==> src/rtl/avr_pkg.sv <==
// ----------------------------------------------------------------------------
// avr_pkg
// shared types, constants and the arctangent table of the vector rotation core
// ----------------------------------------------------------------------------
`default_nettype none

package avr_pkg;

  // cordic iteration count, capped at the size of the arctangent table
  localparam int CORDIC_STAGES = 16;
  localparam int MAX_TABLE     = 30;
  localparam int CORDIC_N      = (CORDIC_STAGES > MAX_TABLE) ? MAX_TABLE : CORDIC_STAGES;
  localparam int STAGE_IDX_W   = 5;

  // coordinate, cordic and trig widths
  localparam int COORD_W = 32;
  localparam int ANGLE_W = 16;
  localparam int CW      = 34;   // cordic x / y, q2.30 with headroom
  localparam int ZW      = 33;   // residual angle, 2^32 per turn
  localparam int TW      = 32;   // clamped cos / sin, q2.30

  localparam logic signed [CW-1:0] INV_GAIN_Q30 = 34'sd652032874;
  localparam logic signed [CW-1:0] ONE_Q30      = 34'sd1073741824;

  typedef enum logic [1:0] {
    AXIS_X    = 2'd0,
    AXIS_Y    = 2'd1,
    AXIS_Z    = 2'd2,
    AXIS_NONE = 2'd3
  } axis_e;

  typedef enum logic [1:0] {
    QUAD_0 = 2'd0,
    QUAD_1 = 2'd1,
    QUAD_2 = 2'd2,
    QUAD_3 = 2'd3
  } quad_e;

  typedef struct packed {
    axis_e                     op;
    logic signed [COORD_W-1:0] x;
    logic signed [COORD_W-1:0] y;
    logic signed [COORD_W-1:0] z;
  } avr_item_t;

  typedef struct packed {
    avr_item_t             item;
    quad_e                 quad;
    logic signed [CW-1:0]  cx;
    logic signed [CW-1:0]  cy;
    logic signed [ZW-1:0]  cz;
  } avr_cordic_t;

  typedef struct packed {
    avr_item_t            item;
    logic signed [TW-1:0] cos_v;
    logic signed [TW-1:0] sin_v;
  } avr_trig_t;

  // round(atan(2^-i) * 2^32 / (2*pi))
  function automatic logic [31:0] atan_entry(input logic [STAGE_IDX_W-1:0] idx);
    logic [31:0] v;
    case (idx)
      5'd0:    v = 32'd536870912;
      5'd1:    v = 32'd316933406;
      5'd2:    v = 32'd167458907;
      5'd3:    v = 32'd85004756;
      5'd4:    v = 32'd42667331;
      5'd5:    v = 32'd21354465;
      5'd6:    v = 32'd10679838;
      5'd7:    v = 32'd5340245;
      5'd8:    v = 32'd2670163;
      5'd9:    v = 32'd1335087;
      5'd10:   v = 32'd667544;
      5'd11:   v = 32'd333772;
      5'd12:   v = 32'd166886;
      5'd13:   v = 32'd83443;
      5'd14:   v = 32'd41722;
      5'd15:   v = 32'd20861;
      5'd16:   v = 32'd10430;
      5'd17:   v = 32'd5215;
      5'd18:   v = 32'd2608;
      5'd19:   v = 32'd1304;
      5'd20:   v = 32'd652;
      5'd21:   v = 32'd326;
      5'd22:   v = 32'd163;
      5'd23:   v = 32'd81;
      5'd24:   v = 32'd41;
      5'd25:   v = 32'd20;
      5'd26:   v = 32'd10;
      5'd27:   v = 32'd5;
      5'd28:   v = 32'd3;
      5'd29:   v = 32'd1;
      default: v = 32'd0;
    endcase
    return v;
  endfunction

endpackage

`default_nettype wire

==> src/rtl/avr_quad.sv <==
// ----------------------------------------------------------------------------
// avr_quad
// quadrant fold of the cordic result and clamp of cos / sin to one
// ----------------------------------------------------------------------------
`default_nettype none

module avr_quad import avr_pkg::*; (
  input  wire logic        clk_i,
  input  wire logic        rst_ni,
  input  wire logic        valid_i,
  output logic             ready_o,
  input  wire avr_cordic_t data_i,
  output logic             valid_o,
  input  wire logic        ready_i,
  output avr_trig_t        data_o
);

  logic                 valid_q;
  avr_trig_t            data_q;
  avr_trig_t            data_d;
  logic signed [CW-1:0] c_raw;
  logic signed [CW-1:0] s_raw;

  function automatic logic signed [TW-1:0] clamp_one(input logic signed [CW-1:0] v);
    logic signed [CW-1:0] r;
    if (v > ONE_Q30) begin
      r = ONE_Q30;
    end else if (v < -ONE_Q30) begin
      r = -ONE_Q30;
    end else begin
      r = v;
    end
    return r[TW-1:0];
  endfunction

  always_comb begin
    unique case (data_i.quad)
      QUAD_0: begin
        c_raw = data_i.cx;
        s_raw = data_i.cy;
      end
      QUAD_1: begin
        c_raw = -data_i.cy;
        s_raw = data_i.cx;
      end
      QUAD_2: begin
        c_raw = -data_i.cx;
        s_raw = -data_i.cy;
      end
      default: begin
        c_raw = data_i.cy;
        s_raw = -data_i.cx;
      end
    endcase
    data_d.item  = data_i.item;
    data_d.cos_v = clamp_one(c_raw);
    data_d.sin_v = clamp_one(s_raw);
  end

  assign ready_o = !valid_q || ready_i;

  always_ff @(posedge clk_i or negedge rst_ni) begin
    if (!rst_ni) begin
      valid_q <= 1'b0;
    end else if (ready_o) begin
      valid_q <= valid_i;
    end
  end

  always_ff @(posedge clk_i) begin
    if (ready_o && valid_i) begin
      data_q <= data_d;
    end
  end

  assign valid_o = valid_q;
  assign data_o  = data_q;

endmodule

`default_nettype wire

==> config.mk <==
export PLATFORM = sky130hd
export DESIGN_NAME = avr_quad
export DESIGN_NICKNAME = d
export VERILOG_FILES = /design/src/rtl/avr_pkg.sv /design/src/rtl/avr_quad.sv
export SDC_FILE = /design/constraint.sdc
export NUM_CORES = 1
export LEC_CHECK = 0
export BUFFER_PORTS_ARGS = -buffer_cell sky130_fd_sc_hd__buf_4
export CAP_MARGIN = 15
export CORE_AREA = 2 2 141 143
export DETAILED_ROUTE_END_ITERATION = 12
export DIE_AREA = 0 0 143 145
export PLACE_DENSITY = 0.8
export SLEW_MARGIN = 20
export SYNTH_ARGS = -nofsm -noshare
export SYNTH_HDL_FRONTEND = slang
export SYNTH_SLANG_ARGS = --single-unit
==> constraint.sdc <==
create_clock -name clk_i -period 5.3 [get_ports clk_i]
set_clock_uncertainty 0.05 [all_clocks]
set_input_delay 1.06 -clock clk_i [delete_from_list [all_inputs] [get_ports clk_i]]
set_output_delay 1.06 -clock clk_i [all_outputs]
set_load 0.005 [all_outputs]
==> run metrics <==
Max Clk Rate between 200 and 250 MHz; max layer used met4; Fillers 1,510; # IOs about 370; H-tree depth 4; number of synthesis warnings 0; Die H between 100 and 150 µm; ANT nets after route 0; reg2reg setup slack about 3.2 ns; detailed-placement wirelength estimate between 20,000 and 25,000 µm; worst hold slack 0.3431 ns; Tot Pwr around 0.0034 W; routed wire length on met2 roughly 16,000 µm; Placer Congestion around 0.96; most common cell in the netlist edfxtp_1; initial antenna violation count 0; Tcrit/Tclk final between 70% and 80%; Post-Syn Area approximately 9300 µm²; core footprint a little under 20,000 µm²; Max IR drop VDD roughly 210 µV; max_cap viols 0; final hold vios 0; I/O Buffers about 340; number of buffers created by CTS 17; Worst-Margin Slew 0.8259 ns; clk buf depth 2; Nets between 1,000 and 1,500; total gr overflow 0; DR vias 9,053; post-CTS setup buffer count 0; die area 20,740 µm²; crit path max fanout 21; Worst Path Required about 5.5 ns; post-synthesis sequential area ratio a little over half; share of the synthesized area in the top cell type between 50% and 60%; Worst Setup SP data_i[33]; top cells by area, synth edfxtp_1 (52%), nor2_1 (4.4%), nand2_1 (3.1%), nor3_1 (2.3%), clkbuf_1 (2.0%); fin area 12,630 µm²; Root Driver clkbuf_16; post-cts resize count 0; mean post-synth cell area roughly 10 µm²; WL/cell roughly 22 µm; vias in the first global route roughly 8,300; Synth Net Count about 1,100; Yosys top cell by area edfxtp_1; CP Launch Type input port; pins over their slew limit 0; worst hold-check path type input port to asynchronous set/reset pin; number of detailed-route iterations in the first pass 6; Clk pin slew, worst setup/hold paths about 0.080 ns; top_reg_cell synth edfxtp_1; largest net degree at the start of global routing 84; top cells by count, synth edfxtp_1 (162), nor2_1 (108), nand2_1 (76); row count 51; clock sink total 163; Initial Util between 40% and 50%; min Tclk post-route about 4.2 ns; Cell variety after synth 78; Met3 Routed Length around 3500 µm; M1 wire length around 12,000 µm; unrepaired setup endpoints after global routing no; Ant. Diodes 0; Worst Path Arrival ~4.4 ns; Worst setup EP type register; final setup vio count 0; layout cells sized above 1 a little over a third; Slew HR 44.17%; leakage dissipation 4.816 nW; Residual DRC 0; Clock Latency Late Sink between 0.4 and 0.5 ns; setup_tns 0 ns; number of flops mapped to enable cells by yosys between 150 and 200; first-pass GRT wire length approximately 48,000 µm; die width between 100 and 150 µm; WS Path Type input port to register; Syn-to-layout area delta 35.61%; CTS tree built; power density cells 266.4 nW/µm²; Area after DPL about 12,000 µm²; final WL approximately 33,000 µm; Mapped Cells between 800 and 900; ys async rst share 0.6135%; All-Layer GR Usage between 30% and 40%; Critical R2R Launch valid_o; DR iter-0 viols between 900 and 1,000; Hold-fix buffers, CTS 0; outcome completed; flops & latches, synth 163; vias per cell just over 6
==> critical path: stages <==
cell	delay (ns)
buf_4	0.14
inv_1	0.08
ha_1	0.26
nor4b_1	0.52
nand2_1	0.24
or3_1	0.55
o311ai_0	0.37
o41ai_1	0.14
a21o_1	0.23
mux2i_2	0.16
buf_4	0.23
a2111oi_0	0.39
==> cell families after synthesis <==
| logic type | count (synthesis) | share of synthesized area, % |
|---|---|---|
| compound gates | 210 | 16.47 |
| simple gates | 393 | 21.93 |
| flops | 163 | 52.51 |
| fa+ha+maj | 2 | 0.2687 |
| buf+inv | 85 | 3.870 |
| xor+xnor | 15 | 1.411 |
| mux | 26 | 3.534 |
==> report_power, final <==
part           total (W)  internal [W]  leakage (nW)  switching, W
clock network    0.00122      0.000626         0.265      0.000589
registers        0.00153       0.00151          1.58     0.0000207
logic           0.000618      0.000284          2.97      0.000334
==> area by class of cell <==
cell class                      instances  area, µm²  area share [%]
Sequential cell                       163       4890           38.72
Inverter                               14      52.55          0.4162
Multi-Input combinational cell        646       4068           32.21
Timing Repair Buffer                  358       2713           21.48
Clock buffer                           18      429.2           3.399
Tap cell                              265      331.6           2.626
Clock inverter                         14      143.9           1.140
==> cell usage in the layout (no fill, tap or decap), drive strengths merged, types with 10 or more instances in the layout <==
master  count
buf       358
edfxtp    162
inv        21
nand2      76
clkbuf     18
nor2b      17
o21ai      28
or2        10
a31oi      24
a21oi      36
a211oi     14
o211ai     10
nor3       46
o22ai      13
or4        13
and3       10
nor4       24
nor2      108
nand3      26
a221oi     10
nand4      15
or3        17
mux2i      16
==> per-stage QoR <==
step | std cells | utilization [%] | setup WS, ns
final | 1478 | 65.74 | 1.077
after CTS | 1478 | 65.74 | 1.118
after floorplan | 894 | - | 1.482
after detailed placement | 1446 | 62.76 | 0.6787
after global routing | 1478 | 65.74 | 0.7976
after global placement | 1446 | 62.76 | 0.8298
==> registers in the layout (all words and copies together) (netlist names) <==
| register | flops |
|---|---|
| data_o | 162 |
| valid_o | 1 |
==> layer usage <==
layer | GRT usage (%) | vias up
met5 | 0 | -
met4 | 17.38 | 0
met3 | 7.294 | 132
met2 | 49.21 | 618
met1 | 37.28 | 4218
li1 | - | 4085
==> path summary, 6_finish.rpt <==
| check | to | cells after the start |
|---|---|---|
| hold / removal | valid_o | 1 |
| min in group clk_i | valid_o | 2 |
| setup reg to reg | data_o[30] | 3 |
| max in group asynchronous | valid_o | 1 |
| setup / recovery | data_o[40] | 12 |
| hold reg to reg | valid_o | 2 |
Note: power is estimated with default switching activity, not from simulation.
