$ cat config.mk
export PLATFORM = sky130hd
export DESIGN_NAME = avr_cordic_stage
export DESIGN_NICKNAME = d
export VERILOG_FILES = /design/src/rtl/avr_pkg.sv /design/src/rtl/avr_cordic_stage.sv
export SDC_FILE = /design/constraint.sdc
export NUM_CORES = 1
export LEC_CHECK = 0
export CAP_MARGIN = 40
export CORE_UTILIZATION = 50
export DETAILED_ROUTE_END_ITERATION = 8
export DONT_BUFFER_PORTS = 1
export GPL_TIMING_DRIVEN = 0
export PLACE_DENSITY_LB_ADDON = 0.3
export SLEW_MARGIN = 20
export SYNTH_ARGS = -nofsm -noshare
export SYNTH_HDL_FRONTEND = slang
export SYNTH_SLANG_ARGS = --single-unit
$ cat constraint.sdc
create_clock -name clk_i -period 5.94 [get_ports clk_i]
set_input_delay 1.188 -clock clk_i [delete_from_list [all_inputs] [get_ports clk_i]]
set_output_delay 1.188 -clock clk_i [all_outputs]
set_load 0.005 [all_outputs]
$ cat src/rtl/avr_pkg.sv
// ----------------------------------------------------------------------------
// avr_pkg
// shared types, constants and the arctangent table of the vector rotation core
// ----------------------------------------------------------------------------
`default_nettype none

package avr_pkg;

  // cordic iteration count, capped at the size of the arctangent table
  localparam int CORDIC_STAGES = 16;
  localparam int MAX_TABLE     = 30;
  localparam int CORDIC_N      = (CORDIC_STAGES > MAX_TABLE) ? MAX_TABLE : CORDIC_STAGES;
  localparam int STAGE_IDX_W   = 5;

  // coordinate, cordic and trig widths
  localparam int COORD_W = 32;
  localparam int ANGLE_W = 16;
  localparam int CW      = 34;   // cordic x / y, q2.30 with headroom
  localparam int ZW      = 33;   // residual angle, 2^32 per turn
  localparam int TW      = 32;   // clamped cos / sin, q2.30

  localparam logic signed [CW-1:0] INV_GAIN_Q30 = 34'sd652032874;
  localparam logic signed [CW-1:0] ONE_Q30      = 34'sd1073741824;

  typedef enum logic [1:0] {
    AXIS_X    = 2'd0,
    AXIS_Y    = 2'd1,
    AXIS_Z    = 2'd2,
    AXIS_NONE = 2'd3
  } axis_e;

  typedef enum logic [1:0] {
    QUAD_0 = 2'd0,
    QUAD_1 = 2'd1,
    QUAD_2 = 2'd2,
    QUAD_3 = 2'd3
  } quad_e;

  typedef struct packed {
    axis_e                     op;
    logic signed [COORD_W-1:0] x;
    logic signed [COORD_W-1:0] y;
    logic signed [COORD_W-1:0] z;
  } avr_item_t;

  typedef struct packed {
    avr_item_t             item;
    quad_e                 quad;
    logic signed [CW-1:0]  cx;
    logic signed [CW-1:0]  cy;
    logic signed [ZW-1:0]  cz;
  } avr_cordic_t;

  typedef struct packed {
    avr_item_t            item;
    logic signed [TW-1:0] cos_v;
    logic signed [TW-1:0] sin_v;
  } avr_trig_t;

  // round(atan(2^-i) * 2^32 / (2*pi))
  function automatic logic [31:0] atan_entry(input logic [STAGE_IDX_W-1:0] idx);
    logic [31:0] v;
    case (idx)
      5'd0:    v = 32'd536870912;
      5'd1:    v = 32'd316933406;
      5'd2:    v = 32'd167458907;
      5'd3:    v = 32'd85004756;
      5'd4:    v = 32'd42667331;
      5'd5:    v = 32'd21354465;
      5'd6:    v = 32'd10679838;
      5'd7:    v = 32'd5340245;
      5'd8:    v = 32'd2670163;
      5'd9:    v = 32'd1335087;
      5'd10:   v = 32'd667544;
      5'd11:   v = 32'd333772;
      5'd12:   v = 32'd166886;
      5'd13:   v = 32'd83443;
      5'd14:   v = 32'd41722;
      5'd15:   v = 32'd20861;
      5'd16:   v = 32'd10430;
      5'd17:   v = 32'd5215;
      5'd18:   v = 32'd2608;
      5'd19:   v = 32'd1304;
      5'd20:   v = 32'd652;
      5'd21:   v = 32'd326;
      5'd22:   v = 32'd163;
      5'd23:   v = 32'd81;
      5'd24:   v = 32'd41;
      5'd25:   v = 32'd20;
      5'd26:   v = 32'd10;
      5'd27:   v = 32'd5;
      5'd28:   v = 32'd3;
      5'd29:   v = 32'd1;
      default: v = 32'd0;
    endcase
    return v;
  endfunction

endpackage

`default_nettype wire

$ cat src/rtl/avr_cordic_stage.sv
// ----------------------------------------------------------------------------
// avr_cordic_stage
// one registered rotation-mode cordic iteration with valid / ready
// ----------------------------------------------------------------------------
`default_nettype none

module avr_cordic_stage import avr_pkg::*; (
  input  wire logic                   clk_i,
  input  wire logic                   rst_ni,
  input  wire logic [STAGE_IDX_W-1:0] stage_idx_i,
  input  wire logic                   valid_i,
  output logic                        ready_o,
  input  wire avr_cordic_t            data_i,
  output logic                        valid_o,
  input  wire logic                   ready_i,
  output avr_cordic_t                 data_o
);

  logic                 valid_q;
  avr_cordic_t          data_q;
  avr_cordic_t          data_d;
  logic signed [CW-1:0] sx;
  logic signed [CW-1:0] sy;
  logic signed [ZW-1:0] at;

  always_comb begin
    sx = $signed(data_i.cx) >>> stage_idx_i;
    sy = $signed(data_i.cy) >>> stage_idx_i;
    at = $signed(ZW'(atan_entry(stage_idx_i)));
    data_d = data_i;
    if (!data_i.cz[ZW-1]) begin
      data_d.cx = data_i.cx - sy;
      data_d.cy = data_i.cy + sx;
      data_d.cz = data_i.cz - at;
    end else begin
      data_d.cx = data_i.cx + sy;
      data_d.cy = data_i.cy - sx;
      data_d.cz = data_i.cz + at;
    end
  end

  assign ready_o = !valid_q || ready_i;

  always_ff @(posedge clk_i or negedge rst_ni) begin
    if (!rst_ni) begin
      valid_q <= 1'b0;
    end else if (ready_o) begin
      valid_q <= valid_i;
    end
  end

  always_ff @(posedge clk_i) begin
    if (ready_o && valid_i) begin
      data_q <= data_d;
    end
  end

  assign valid_o = valid_q;
  assign data_o  = data_q;

endmodule

`default_nettype wire

==> impl_metrics.tcl <==
set metrics [dict create \
    run_status "finished, violations left" \
    violations "setup timing" \
    max_freq_ghz 0.1676 \
    grt_setup_unrepaired "yes" \
    nets 2322 \
    ff2ff_path_depth 5 \
    cap_violations 0 \
    syn2layout_area_growth_pct 22.04 \
    overflow 0 \
    drv_slew 0 \
    yosys_warnings 0 \
    clkLatencyLatePin_ps 540 \
    finalWirelength_mm 88.29 \
    cts_buffer_depth 3 \
    synth.top_cells.by_area "edfxtp_1 32%, mux4_2 11%, ha_1 7.3%, xnor2_1 4.6%, a21oi_1 4.1%" \
    grt_pass1_vias 17330 \
    p_per_area_nw_per_um2 255.8 \
    core_area_um2 36790 \
    required_ps 6230 \
    cp.arrival_ps 6250 \
    drc 0 \
    grt_pass1_wl_mm 122.5 \
    internal-power_w 0.003634 \
    dr.first_iter.drc_count 2098 \
    seq_area_frac_synth_pct 32.30 \
    worst_r2r_startpoint "valid_o" \
    slew_headroom_pct 36.58 \
    core.rowCount 70 \
    finish.instance_area_um2 22900 \
    ant_nets 0 \
    finalHoldViolCount 0 \
    p_leak_nw 8.784 \
    seq_power_share_pct 33.5 \
    path_max_fanout 8 \
    critPathCapture "data_o[66]" \
    synth-edff-count 201 \
    finalSetupViolations 1 \
    p_sw_w 0.002224 \
    initial_core_util_pct 51.01 \
    antenna_found_initial 4 \
    ir_drop_v 0.0002124 \
    power_frac_comb_pct 45.0 \
    clock-sinks 202 \
    drive_above_1_share_pct 27.51 \
    syn_nets 2165 \
    whs_ps 339.1 \
    grt_max_degree 64 \
    synth_flop_cell "edfxtp_1" \
    cp-end-kind "flip-flop" \
    placed_area_um2 19800 \
    hold_class "input port to asynchronous set/reset pin" \
    viasPerCell 7.274 \
    synth_cells 1843 \
    synth_cell_types 90 \
    clockRootBuffer "clkbuf_16" \
    synth.largest_area_cell "edfxtp_1" \
    ys_ff_latch 202 \
    post-route-worst-setup-slack_ps -25.40 \
    fp.dieH_um 195.7 \
    r2r-end "data_o[91]" \
    period_minus_slack_ps 5965 \
    first_pass_iters 7 \
    regToRegSetupSlack_ps 3630 \
    postSynth.asyncResetShare_pct 0.4950 \
    wl_per_cell_um 35.57 \
    synth.avg_cell_area_um2 10.18 \
    tightestPinTransition_ps 951.2 \
    path_class "input port to flip-flop" \
    syn_area_um2 18760 \
    cts_buffers 21 \
    diodes 0 \
    swShare_pct 37.96 \
    cts_tree "yes" \
    htree_levels 1 \
    pwr-share-clk_pct 21.5 \
    finalCritPeriodShare_pct 100.4 \
    hpwl_mm 67.11 \
    critical_path.startpoint "stage_idx_i[0]" \
    tns_ps -25.40 \
    place_congestion 1.110 \
    numPortBuffers 0 \
    fp.dieW_um 195.7 \
    track_usage_pct 44.47 \
    skew_ps 13.60 \
    vias 18050 \
    dieArea_um2 38300 \
    yosysTopAreaCellShare_pct 32.17 \
    clk_pin_slew_ps 70 \
    fillCellCount 2938 \
    startpoint_type "input port" \
    final_core_util_pct 62.25 \
    pin_count 413 \
]
area by class of cell:
| type | instances | area (µm²) | area share [%] |
|---|---|---|---|
| plain buffers | 101 | 963.4 | 4.207 |
| clock buffers | 22 | 529.3 | 2.311 |
| clock inverters | 15 | 105.1 | 0.4590 |
| inverters | 50 | 198.9 | 0.8688 |
| multi-input cells | 1479 | 13080 | 57.12 |
| flip-flops and latches | 202 | 6061 | 26.47 |
| well taps | 468 | 585.6 | 2.557 |
| repair buffers | 145 | 1376 | 6.011 |
power groups by stage:
| stage | registers (W) | logic (W) | clock network [W] |
|---|---|---|---|
| 6_report | 0.00196 | 0.00263 | 0.00126 |
| 5_1_grt | 0.00197 | 0.00278 | 0.00131 |
| 4_1_cts | 0.00197 | 0.00239 | 0.00128 |
| 3_5_place_dp | 0.00199 | 0.00215 | 0 |
| 3_3_place_gp | 0.00200 | 0.00207 | 0 |
| 2_1_floorplan | 0.00195 | 0.00157 | 0 |
kinds of logic (layout without fill, tap and decap cells):
kind of cell,Yosys count,after routing,synth area share (%)
buf+inv,162,333,3.961
xor+xnor,174,174,8.122
simple gates,457,457,12.18
compound gates,559,559,20.07
fa+ha+maj,112,112,7.589
flops,202,202,32.30
mux,177,177,15.78
state kept, by name, indices dropped and copies added (netlist names):
name     cells
valid_o      1
data_o     201
layer usage:
layer	track usage (%)	vias up	wire length (µm)
met2	68.53	1440	38480
met5	0	-	10
li1	-	7455	-
met1	54.45	8803	32030
met3	14.63	353	11210
met4	26.27	2	6565
cells in the mapped netlist, drive strengths merged (26+ instances only):
cell,n
edfxtp,201
a211oi,28
a22oi,31
o21ai,80
nor2,125
a21o,65
nor3,28
mux4,92
mux2,31
xor2,75
a31oi,26
nor2b,30
a21oi,154
inv,50
clkbuf,53
mux2i,54
nand2,118
ha,109
xnor2,99
nand3,44
buf,59
timing repair:
| item | in CTS | in global routing |
|---|---|---|
| resized for setup | 230 | 130 |
| pin swaps | 71 | 87 |
| hold buffers | 0 | 0 |
| gates cloned | 3 | 0 |
| setup buffers | 71 | 48 |
| endpoints found under the hold margin | 0 | 0 |
| setup endpoints to repair | 61 | 36 |
critical path, cell delays in order:
cell and delay [ps]:
buf_12 90, buf_12 130, buf_4 130, buf_12 140, mux4_2 570, mux2i_4 330
inv_2 140, a211oi_2 370, nand4_4 230, nor2b_4 190, nand2b_4 70, o41a_1 450
xnor2_2 160, ha_2 190, a211o_1 320, a311oi_2 260, o21ai_1 110, a21oi_2 190
o21ai_2 70, a41oi_2 210, a21oi_2 90, a41o_1 220, o41ai_2 270, xor2_1 110
stage by stage:
| stage | power (W) | worst slack (ps) | std cells |
|---|---|---|---|
| floorplan | 0.003517 | -245.4 | 1843 |
| global placement | 0.004069 | -2105 | 2311 |
| detailed placement | 0.004139 | -2088 | 2333 |
| CTS | 0.005636 | 0.4725 | 2440 |
| global route | 0.006064 | -212.9 | 2482 |
| finish | 0.005858 | -25.40 | 2482 |
worst min-delay path by stage:
stage | start | endpoint | slack [ps]
CTS | rst_ni | valid_o | 320
global placement | valid_o | valid_o | 570
finish | rst_ni | valid_o | 340
floorplan | valid_o | valid_o | 540
global route | rst_ni | valid_o | 330
detailed placement | valid_o | valid_o | 630
cell usage in the layout, fill, tap and decap left out, drive strengths merged, types with 12 or more instances in the layout:
cell type / count
and3: 19
a22oi: 31
o21ai: 80
ha: 109
nor2: 125
o211ai: 12
nand2: 118
nor3: 28
mux4: 92
xnor2: 99
mux2i: 54
nand3: 44
nand4: 12
edfxtp: 201
a31oi: 26
nand2b: 18
a21o: 65
xor2: 75
nor2b: 30
a211oi: 28
inv: 55
and2: 16
mux2: 31
a21oi: 154
buf: 208
o21a: 21
o21bai: 25
clkbuf: 59
No activity file was read; power rests on OpenSTA's default activity.
